File: config.mk
export PLATFORM = sky130hd
export DESIGN_NAME = seven_segment_text_encoder
export DESIGN_NICKNAME = d
export VERILOG_FILES = /design/src/hdl/sseg_pkg.sv /design/src/hdl/seven_segment_text_encoder.sv /design/src/hdl/sseg_glyph.sv /design/src/hdl/sseg_frame.sv
export SDC_FILE = /design/constraint.sdc
export NUM_CORES = 1
export LEC_CHECK = 0
export ABC_AREA = 1
export BUFFER_PORTS_ARGS = -buffer_cell sky130_fd_sc_hd__buf_4
export CAP_MARGIN = 10
export CORE_UTILIZATION = 61
export DETAILED_ROUTE_END_ITERATION = 8
export PLACE_DENSITY = 0.84
export SYNTH_ARGS = -nofsm -noshare
export SYNTH_HDL_FRONTEND = slang
export SYNTH_SLANG_ARGS = --single-unit
File: constraint.sdc
create_clock -name clk -period 6.3 [get_ports clk]
set_input_delay 0.315 -clock clk [delete_from_list [all_inputs] [get_ports clk]]
set_output_delay 0.315 -clock clk [all_outputs]
set_load 0.1 [all_outputs]
File: src/hdl/sseg_pkg.sv
// Shared types and constants of the seven-segment text encoder.
`timescale 1ns / 1ps

package sseg_pkg;

	localparam int NUM_DIGITS = 4;
	localparam int NUM_SLOTS  = 4;
	localparam int POS_W      = ($clog2(NUM_DIGITS + 1) < 2) ? 2 : $clog2(NUM_DIGITS + 1);
	localparam int ELAPSED_W  = 17;

	localparam logic [ELAPSED_W-1:0] ELAPSED_MAX = '1;
	localparam logic [7:0] UNKNOWN_GLYPH = 8'b0001_0000;
	localparam logic [7:0] CHAR_DOT      = 8'h2E;

	localparam logic [7:0]  DIGIT_WIRING_RST     = 8'd228;
	localparam logic [23:0] SEGMENT_WIRING_RST   = 24'd16434824;
	localparam logic [15:0] DISPLAY_DURATION_RST = 16'd1500;

	typedef enum logic [1:0] {
		REG_DIGIT_WIRING     = 2'd0,
		REG_SEGMENT_WIRING   = 2'd1,
		REG_DISPLAY_DURATION = 2'd2
	} reg_index_t;

	typedef enum logic {
		MODE_TEXT = 1'b0,
		MODE_TICK = 1'b1
	} mode_t;

	typedef logic [NUM_SLOTS-1:0][7:0] frame_t;

	typedef struct packed {
		logic [7:0]  digit_wiring;
		logic [23:0] segment_wiring;
		logic [15:0] display_duration;
	} cfg_t;

	typedef struct packed {
		logic [7:0] glyph_mask;
		logic [7:0] point_mask;
	} seg_masks_t;

	typedef struct packed {
		logic   emit;
		frame_t digits;
		logic   blanked;
	} result_t;

endpackage

File: src/hdl/seven_segment_text_encoder.sv
// Top level of the seven-segment text encoder: handshakes, registers, result stage.
`timescale 1ns / 1ps

// Seven-segment text encoder. Feed a string one character per request (mode 0);
// the request flagged last_char yields one frame of four physical digit bytes with
// blanked = 0. Tick requests (mode 1) count time after a frame and yield one frame
// of zeros with blanked = 1 once more ticks than display_duration have passed.
// Other requests yield nothing. Throughput is one request per cycle while nothing
// is held back: a request is registered, then the font lookup, segment/digit rewiring
// and the position, frame and timer update run combinationally into the result
// register. The only back-pressure comes from the result register: a request that
// would produce a result waits in the input stage while an earlier result is held
// by out_stall; requests that produce nothing keep flowing. Configuration writes
// are always ready and take effect on the next cycle; write them only while the
// block is idle.
module seven_segment_text_encoder (
	input  logic        clk,
	input  logic        arst_n,
	// request channel
	input  logic        in_valid,
	output logic        in_stall,
	input  logic        mode,
	input  logic [7:0]  character,
	input  logic        last_char,
	// result channel
	output logic        out_valid,
	input  logic        out_stall,
	output logic [7:0]  digit_zero,
	output logic [7:0]  digit_one,
	output logic [7:0]  digit_two,
	output logic [7:0]  digit_three,
	output logic        blanked,
	// configuration write channel
	input  logic        cfg_valid,
	output logic        cfg_ready,
	input  logic [1:0]  cfg_index,
	input  logic [23:0] cfg_data
);
	import sseg_pkg::*;

	cfg_t    cfg_q;
	logic    valid_s1;
	logic    mode_s1;
	logic [7:0] character_s1;
	logic    last_char_s1;
	result_t res;
	logic    advance;
	logic    out_free;
	logic    out_valid_q;
	frame_t  digits_q;
	logic    blanked_q;

	// Configuration registers: always ready, unknown indexes are dropped.
	assign cfg_ready = 1'b1;

	always_ff @(posedge clk or negedge arst_n) begin
		if (!arst_n) begin
			cfg_q.digit_wiring     <= DIGIT_WIRING_RST;
			cfg_q.segment_wiring   <= SEGMENT_WIRING_RST;
			cfg_q.display_duration <= DISPLAY_DURATION_RST;
		end else if (cfg_valid && cfg_ready) begin
			unique case (cfg_index)
				REG_DIGIT_WIRING:     cfg_q.digit_wiring     <= cfg_data[7:0];
				REG_SEGMENT_WIRING:   cfg_q.segment_wiring   <= cfg_data;
				REG_DISPLAY_DURATION: cfg_q.display_duration <= cfg_data[15:0];
				default: ;
			endcase
		end
	end

	// Result slot is free when empty or being taken this cycle.
	assign out_free = !out_valid_q || !out_stall;
	// Advance the input stage unless its result would land on a held one.
	assign advance  = valid_s1 && (!res.emit || out_free);
	// Hold new requests while the input stage is blocked.
	assign in_stall = valid_s1 && !advance;

	always_ff @(posedge clk or negedge arst_n) begin
		if (!arst_n) begin
			valid_s1 <= 1'b0;
		end else if (!in_stall) begin
			valid_s1 <= in_valid;
		end
	end

	always_ff @(posedge clk) begin
		if (in_valid && !in_stall) begin
			mode_s1      <= mode;
			character_s1 <= character;
			last_char_s1 <= last_char;
		end
	end

	sseg_frame u_frame (
		.clk       (clk),
		.arst_n    (arst_n),
		.advance   (advance),
		.mode      (mode_s1),
		.character (character_s1),
		.last_char (last_char_s1),
		.cfg       (cfg_q),
		.res       (res)
	);

	// Result register: load on a producing advance, drop once taken.
	always_ff @(posedge clk or negedge arst_n) begin
		if (!arst_n) begin
			out_valid_q <= 1'b0;
		end else if (advance && res.emit) begin
			out_valid_q <= 1'b1;
		end else if (!out_stall) begin
			out_valid_q <= 1'b0;
		end
	end

	always_ff @(posedge clk) begin
		if (advance && res.emit) begin
			digits_q  <= res.digits;
			blanked_q <= res.blanked;
		end
	end

	assign out_valid   = out_valid_q;
	assign digit_zero  = digits_q[0];
	assign digit_one   = digits_q[1];
	assign digit_two   = digits_q[2];
	assign digit_three = digits_q[3];
	assign blanked     = blanked_q;

`ifndef NO_ASSERTIONS
	a_no_overwrite: assert property (@(posedge clk) disable iff (!arst_n)
		out_valid_q && out_stall |-> !(advance && res.emit))
		else $error("held result overwritten");

	a_stall_has_item: assert property (@(posedge clk) disable iff (!arst_n)
		in_stall |-> valid_s1 && res.emit && out_valid_q)
		else $error("input stalled without a blocked result");

	a_blank_clean: assert property (@(posedge clk) disable iff (!arst_n)
		out_valid_q && blanked_q |-> digits_q == '0)
		else $error("blanking result carries segments");
`endif

endmodule

File: src/hdl/sseg_glyph.sv
// Font lookup and segment rewiring of one character.
`timescale 1ns / 1ps

module sseg_glyph (
	input  logic [7:0]          character,
	input  logic [23:0]         segment_wiring,
	output sseg_pkg::seg_masks_t masks
);
	import sseg_pkg::*;

	logic [7:0] glyph;

	// Font: bit 7..0 = segments A B C D E F G dot
	always_comb begin
		unique case (character)
			8'h20: glyph = 8'h00; // ' '
			8'h2D: glyph = 8'h02; // '-'
			8'h30: glyph = 8'hFC;
			8'h31: glyph = 8'h60;
			8'h32: glyph = 8'hDA;
			8'h33: glyph = 8'hF2;
			8'h34: glyph = 8'h66;
			8'h35: glyph = 8'hB6;
			8'h36: glyph = 8'hBE;
			8'h37: glyph = 8'hE0;
			8'h38: glyph = 8'hFE;
			8'h39: glyph = 8'hF6;
			8'h41: glyph = 8'hEE; // 'A'
			8'h45: glyph = 8'h9E; // 'E'
			8'h48: glyph = 8'h6E; // 'H'
			8'h68: glyph = 8'h2E; // 'h'
			8'h4F: glyph = 8'hFC; // 'O'
			8'h53: glyph = 8'hB6; // 'S'
			8'h65: glyph = 8'h9E; // 'e'
			8'h69: glyph = 8'h08; // 'i'
			8'h6D: glyph = 8'h2A; // 'm'
			8'h6E: glyph = 8'h2A; // 'n'
			8'h6F: glyph = 8'h3A; // 'o'
			8'h50: glyph = 8'hCE; // 'P'
			8'h73: glyph = 8'hB6; // 's'
			8'h74: glyph = 8'h1E; // 't'
			8'h75: glyph = 8'h38; // 'u'
			8'h76: glyph = 8'h38; // 'v'
			default: glyph = UNKNOWN_GLYPH;
		endcase
	end

	// Move each glyph bit to its physical segment bit; collisions OR together.
	always_comb begin
		masks.glyph_mask = '0;
		for (int n = 0; n < 8; n++) begin
			if (glyph[n]) begin
				masks.glyph_mask[segment_wiring[3*n +: 3]] = 1'b1;
			end
		end
		masks.point_mask = '0;
		masks.point_mask[segment_wiring[2:0]] = 1'b1;
	end

endmodule

File: src/hdl/sseg_frame.sv
// Frame builder and display timeout timer.
`timescale 1ns / 1ps

module sseg_frame (
	input  logic                 clk,
	input  logic                 arst_n,
	input  logic                 advance,
	input  logic                 mode,
	input  logic [7:0]           character,
	input  logic                 last_char,
	input  sseg_pkg::cfg_t       cfg,
	output sseg_pkg::result_t    res
);
	import sseg_pkg::*;

	logic [POS_W-1:0]     pos_q, pos_n;
	frame_t               frame_q, frame_n, frame_calc;
	logic [ELAPSED_W-1:0] elapsed_q, elapsed_n, elapsed_inc;
	logic                 running_q, running_n;
	seg_masks_t           masks;
	logic [POS_W-1:0]     pos_prev;
	logic [1:0]           slot_cur, slot_prev;
	logic                 is_dot;

	sseg_glyph u_glyph (
		.character      (character),
		.segment_wiring (cfg.segment_wiring),
		.masks          (masks)
	);

	function automatic logic [1:0] slot_of(input logic [7:0] wiring, input logic [1:0] p);
		slot_of = wiring[{p, 1'b0} +: 2];
	endfunction

	assign pos_prev    = pos_q - POS_W'(1);
	assign slot_cur    = slot_of(cfg.digit_wiring, pos_q[1:0]);
	assign slot_prev   = slot_of(cfg.digit_wiring, pos_prev[1:0]);
	assign is_dot      = (character == CHAR_DOT);
	assign elapsed_inc = (elapsed_q != ELAPSED_MAX) ? elapsed_q + ELAPSED_W'(1) : elapsed_q;

	always_comb begin
		frame_calc = frame_q;
		frame_n    = frame_q;
		pos_n      = pos_q;
		elapsed_n  = elapsed_q;
		running_n  = running_q;
		res.emit    = 1'b0;
		res.digits  = '0;
		res.blanked = 1'b0;

		if (mode == MODE_TICK) begin
			if (running_q) begin
				elapsed_n = elapsed_inc;
				if (elapsed_inc > {1'b0, cfg.display_duration}) begin
					res.emit    = 1'b1;
					res.blanked = 1'b1;
					running_n   = 1'b0;
				end
			end
		end else begin
			if (is_dot && pos_q != '0) begin
				frame_calc[slot_prev] = frame_q[slot_prev] | masks.point_mask;
			end else if (pos_q < POS_W'(NUM_DIGITS)) begin
				frame_calc[slot_cur] = frame_q[slot_cur] | masks.glyph_mask;
				pos_n = pos_q + POS_W'(1);
			end
			frame_n = frame_calc;
			if (last_char) begin
				res.emit   = 1'b1;
				res.digits = frame_calc;
				frame_n    = '0;
				pos_n      = '0;
				elapsed_n  = '0;
				running_n  = 1'b1;
			end
		end
	end

	always_ff @(posedge clk or negedge arst_n) begin
		if (!arst_n) begin
			pos_q     <= '0;
			frame_q   <= '0;
			elapsed_q <= '0;
			running_q <= 1'b0;
		end else if (advance) begin
			pos_q     <= pos_n;
			frame_q   <= frame_n;
			elapsed_q <= elapsed_n;
			running_q <= running_n;
		end
	end

`ifndef NO_ASSERTIONS
	a_pos_bound: assert property (@(posedge clk) disable iff (!arst_n)
		pos_q <= POS_W'(NUM_DIGITS))
		else $error("digit position past the last digit");

	a_blank_stops: assert property (@(posedge clk) disable iff (!arst_n)
		advance && res.emit && res.blanked |=> !running_q)
		else $error("timer still running after blanking");

	a_render_restarts: assert property (@(posedge clk) disable iff (!arst_n)
		advance && res.emit && !res.blanked |=>
		pos_q == '0 && frame_q == '0 && elapsed_q == '0 && running_q)
		else $error("string state not restarted after a frame");

	a_idle_tick_quiet: assert property (@(posedge clk) disable iff (!arst_n)
		mode == MODE_TICK && !running_q |-> !res.emit)
		else $error("tick produced a result with the timer stopped");
`endif

endmodule

After elaboration in Yosys (flattened, before gate mapping)
Memory sizes are Yosys's and may differ from the RTL's. A register that Yosys moved wholly into a read port is not among the register bits.
Cells that the tools add are included.
{"block": "word_totals", "ff_bits": 146, "out_inout_bits": 36, "word_cells": 156, "memories": 1, "rom_bits": 896}
{"name": "(no name shown)", "words": 128, "word_bits": 7, "rd": 1, "rd_ports_with_merged_regs": 1, "write_ports": 0, "line": "sseg_glyph.sv:15", "text": "unique case (character)"}
{"block": "classes", "n_addsub": 3, "bitwise_logic": 11, "magnitude_cmp": 22, "mux": 56, "n_shift": 2, "eq_ne": 7, "reduce_logical": 34}
{"cell": "8-bit 2-to-1 mux", "n": 13}
{"cell": "32-bit 2-to-1 mux", "n": 3}
{"cell": "8-bit OR", "n": 9}
{"cell": "17-bit 2-to-1 mux", "n": 4}
{"cell": "32-bit bitwise mux", "n": 2}
{"cell": "33-bit 2-to-1 mux", "n": 1}
{"cell": "8-bit binary-select mux with 2-bit select", "n": 2}
{"cell": "8-bit demux with 2-bit select", "n": 2}
{"cell": "3-bit by 4-bit < comparator with 1-bit output (second input constant)", "n": 8}
{"cell": "1-bit demux with 3-bit select", "n": 8}
{"cell": "3-bit by 1-bit >= comparator with 1-bit output (second input constant)", "n": 8}
{"cell": "17-bit by 1-bit adder with 17-bit output (second input constant)", "n": 1}
{"cell": "17-bit by 16-bit > comparator with 1-bit output", "n": 1}
{"cell": "1-bit 2-to-1 mux", "n": 17}
{"cell": "17-bit != test (second input constant)", "n": 1}
{"cell": "8-bit by 4-bit indexed part select with 2-bit output", "n": 2}
{"cell": "1-bit logical AND", "n": 15}
{"cell": "2-bit AND reduction", "n": 5}
{"cell": "3-bit 2-to-1 mux", "n": 3}
{"cell": "8-bit by 6-bit == test with 1-bit output (second input constant)", "n": 1}
{"cell": "7-bit 2-to-1 mux", "n": 1}
{"cell": "2-bit by 3-bit < comparator with 1-bit output (second input constant)", "n": 2}
{"cell": "1-bit zero test", "n": 5}
{"cell": "2-bit by 1-bit >= comparator with 1-bit output (second input constant)", "n": 2}
{"cell": "15 further kinds", "n": 19}

Logic depth before layout (Yosys ltp)
{"block": "logic_depth", "word_depth": 33, "depth_mapped": 39}

Cells and area by module
Synthesis repeated with hierarchy kept, for this count alone.
{"block": "unflattened", "cells_unflattened": 1464, "hier_area_um2": 10369.9}
{"module": "sseg_frame", "cells_per_inst": 872, "seq_area_each_um2": 1326.3, "n_inst": 1, "area_each_um2": 5216.3}
{"module": "seven_segment_text_encoder", "cells_per_inst": 274, "seq_area_each_um2": 2571.2, "n_inst": 1, "area_each_um2": 3570.9}
{"module": "sseg_glyph", "cells_per_inst": 318, "seq_area_each_um2": 0.0, "n_inst": 1, "area_each_um2": 1582.8}

Worst setup path before layout
Ideal clock, no wire load.
{"block": "synth_timing", "path_kind": "reg2reg", "start": "register u_frame.elapsed_q[0]", "end": "register (tool-made name)", "n_path_buf": 1, "synth_period_minus_slack_ns": 4.687, "arrival_time_ns": 4.573, "path_stages_with_launch": 36, "path_slack_ns": 1.613, "setup_time_ns": 0.113, "required_time_ns": 6.187, "cell_sequence": "dfrtp_1 ha_1 nand3_1 nor2_1 nand4_1 nor2_1 nor2_1 inv_1 nor3_1 nand3_1 nor2_1 nand3_1 nor2_1 nand2_1 xor2_1 ha_1 inv_1 o2111ai_1 nor2_2 nand3_2 nand3_2 nand2_2 nand3_4 nand2_2 buf_6 inv_1 or2_1 o21ai_2 inv_1 ha_1 nand2_2 nor2_2 nor2_1 nand3_1 nand3_1 nand2_1"}
{"element": "start, declared", "line": "sseg_frame.sv:18", "text": "logic [ELAPSED_W-1:0] elapsed_q, elapsed_n, elapsed_inc;"}
{"element": "start signal, assigned", "line": "sseg_frame.sv:88", "text": "elapsed_q <= elapsed_n;"}

==> results.sh <==
export IMPL_hp_start="character[7]"
export IMPL_grt_pass1_wl_um=41100
export IMPL_slowest_delay_ns=0.39
export IMPL_synth_area_um2=9320
export IMPL_status="finished, violations left"
export IMPL_power_leakage_nw=4.78
export IMPL_hold_path_class="input port to register"
export IMPL_syn_to_final_growth_pct=13.2
export IMPL_die_h_um=126
export IMPL_drt_iter0_drc=1017
export IMPL_fin_ws_ns=0.752
export IMPL_htreeDepth=4
export IMPL_syn_instance_count=1220
export IMPL_grt_start_max_net_pins=82
export IMPL_numClockSinks=153
export IMPL_crit_arrival_ns=5.87
export IMPL_crit_path_max_fanout=12
export IMPL_synth_cell_types=57
export IMPL_synthTopCellsByArea="dfrtp_1 (21%), edfxtp_1 (14%), nand2_1 (9.9%)"
export IMPL_cts_tree="built"
export IMPL_grt_overflow=0
export IMPL_skew_ns=0.00983
export IMPL_ys_flop_type="dfrtp_1"
export IMPL_slew_limit_headroom_pct=30.7
export IMPL_fin_crit_sh_pct=88.1
export IMPL_yosysMostFrequentCell="nand2_1"
export IMPL_dp_slack_ns=0.844
export IMPL_setup_violations_final=0
export IMPL_synth_commonest_cells="nand2_1 (245), inv_1 (169), o21ai_0 (122), nor2_1 (105), a21oi_1 (85)"
export IMPL_wl_met1_um=10300
export IMPL_worst_slew_pin_slew_ns=1.04
export IMPL_drv_slew=0
export IMPL_drt_wl_total_um=25100
export IMPL_seq_area_frac_synth_pct=43.3
export IMPL_port_buffers=75
export IMPL_fillers=1209
export IMPL_antenna_found_initial=0
export IMPL_hold_viol_final=0
export IMPL_critPathKind="register to register"
export IMPL_drt_pass1_iterations=7
export IMPL_wl_per_cell_um=17.0
export IMPL_num_rows=44
export IMPL_ys_warn_count=0
export IMPL_die_x_um=126
export IMPL_ir_worst_vdd_uv=248
export IMPL_clk_path_buf_depth=2
export IMPL_met3_length_um=1790
export IMPL_synth_top_area_share_pct=21.5
export IMPL_pwr_density_cell_nw_per_um2=388
export IMPL_fin_setup_tns_ns=0
export IMPL_hpwl_um=17700
export IMPL_rsz0062_at_grt="false"
export IMPL_drive_above_1_share_pct=14.0
export IMPL_fin_nets=1343
export IMPL_synthesis_nets=1286
export IMPL_postCtsSetupRepairBufs=0
export IMPL_period_needed_ns=5.55
export IMPL_avgSynthCellArea_um2=7.64
export IMPL_violations="DRC"
export IMPL_ys_ff_latch=153
export IMPL_cp_start_kind="register"
export IMPL_max_cap_violations=0
export IMPL_grt_usage_pct=33.2
export IMPL_end_kind="register"
export IMPL_start_util_pct=63.4
export IMPL_reg2reg_from="u_frame.elapsed_q[0]$_DFFE_PN0P_"
export IMPL_detail_route_antenna_nets=0
export IMPL_vias=8795
export IMPL_yosysTopAreaCell="dfrtp_1"
export IMPL_dieArea_um2=15800
export IMPL_max_freq_mhz=180
export IMPL_dr_max_layer_used="met4"
export IMPL_drcViolationCount=3
export IMPL_core_area_um2=14700
export IMPL_synth_edf_count=43
export IMPL_grt_pass1_vias=8395
export IMPL_startpoint="u_frame.elapsed_q[0]$_DFFE_PN0P_"
export IMPL_cp_required_ns=6.62
export IMPL_cts_buffers=17
export IMPL_async_flop_share_pct=67.3
export IMPL_diodes=0
export IMPL_cp_common_cell="nor2_1"
export IMPL_routed_wl_met2_um=12200
export IMPL_cts_root_buf="clkbuf_16"
export IMPL_cp_slowest_cell="dfrtp_1"
export IMPL_vias_per_cell=5.97
export IMPL_worstSkewPairLatency_ns=0.44
export IMPL_path_clk_slew_ns=0.06
export IMPL_ios=77
export IMPL_place_gp_congestion=0.916
layout make-up:
type                       count  area, um2  share of cell area, %
sequential                   153       4040                   38.3
clock buffer                  21        460                   4.37
tap                          184        230                   2.18
multi-input combinational    845       4410                   41.9
inverter                     175        657                   6.23
clock inverter                11       98.8                  0.937
timing repair buffer          85        648                   6.15
registers in the layout (all words and copies together), names as in the netlist, named ones only:
register	flops
mode_s1	1
character_s1	8
blanked	1
cfg_q	48
out_valid	1
digit_zero	8
last_char_s1	1
digit_two	8
u_frame.pos_q	3
u_frame.frame_q	32
digit_one	8
u_frame.elapsed_q	17
u_frame.running_q	1
valid_s1	1
digit_three	8
logic make-up after synthesis:
logic type	Yosys count	synth area share, %
flops	153	43.3
other cells	1	0.0402
fa+ha+maj	25	3.36
buf+inv	222	9.33
simple gates	491	22.8
xor+xnor	9	0.846
mux	1	0.121
compound gates	318	20.2
critical path: cells and delay by family (launching register included):
kind	cells	cell delay [ns]
and+or+nand+nor	26	3.46
adders and majority gates	3	0.84
buffers and inverters	3	0.47
DFF	1	0.39
xor gates and xnor gates	1	0.16
AOI/OAI and AO/OA	1	0.11
worst paths after layout:
check,slack (ns),depth (start not counted),endpoint
min,0.05,1,character_s1[7]$_DFFE_PP_
max,0.75,34,register
max in group asynchronous,4.64,3,u_frame.elapsed_q[1]$_DFFE_PN0P_
max reg2reg,0.75,34,register
min reg2reg,0.49,2,cfg_q[6]$_DFFE_PN1P_
min in group asynchronous,0.32,2,u_frame.frame_q[31]$_DFFE_PN0P_
per-layer routing:
metal	vias to the layer above	GRT usage, %
met4	0	14.1
met2	397	56.4
met1	4096	42.0
met5	-	0
li1	4228	-
met3	74	5.65
report_power, final:
group	leakage, nW	internal (mW)	total (mW)	switching [mW]
Sequential	1.76	1.23	1.36	0.133
Clock	0.271	0.564	0.974	0.411
Combinational	2.75	0.527	1.76	1.23
Total	4.78	2.32	4.09	1.77
stage by stage:
stage	cell area (um2)	power (mW)	std cells	utilization [%]	hold WS (ns)
floorplan	9320	2.62	1220	-	0.0194
global placement	9960	3.03	1440	67.8	0.235
detailed placement	9960	3.06	1440	67.8	0.238
CTS	10500	4.05	1473	71.6	0.0531
global route	10500	4.34	1474	71.7	0.0500
finish	10500	4.09	1474	71.7	0.0543
layout by cell type (no fill, tap or decap), drive strengths merged, types with 3 or more instances in the layout:
cell and count:
o31ai 4, a311oi 3, o211ai 5, a21oi 88
dfxtp 7, o21ai 126, inv 176, nand4 14
edfxtp 43, o22ai 35, nor3 17, clkbuf 21
a31oi 7, ha 25, o2111ai 8, a32oi 3
a21boi 16, dfstp 23, xor2 9, buf 84
nor2 113, clkinv 7, a22oi 5, or2 4
o311ai 5, dfrtp 80, nand3 86, nand2 256
what timing repair did:
action	4_1_cts	5_1_grt
hold buffers	1	0
setup endpoints to repair	0	0
endpoints found under the hold margin	22	0
gates resized for setup	0	0
No activity file was read; power rests on OpenSTA's default activity.
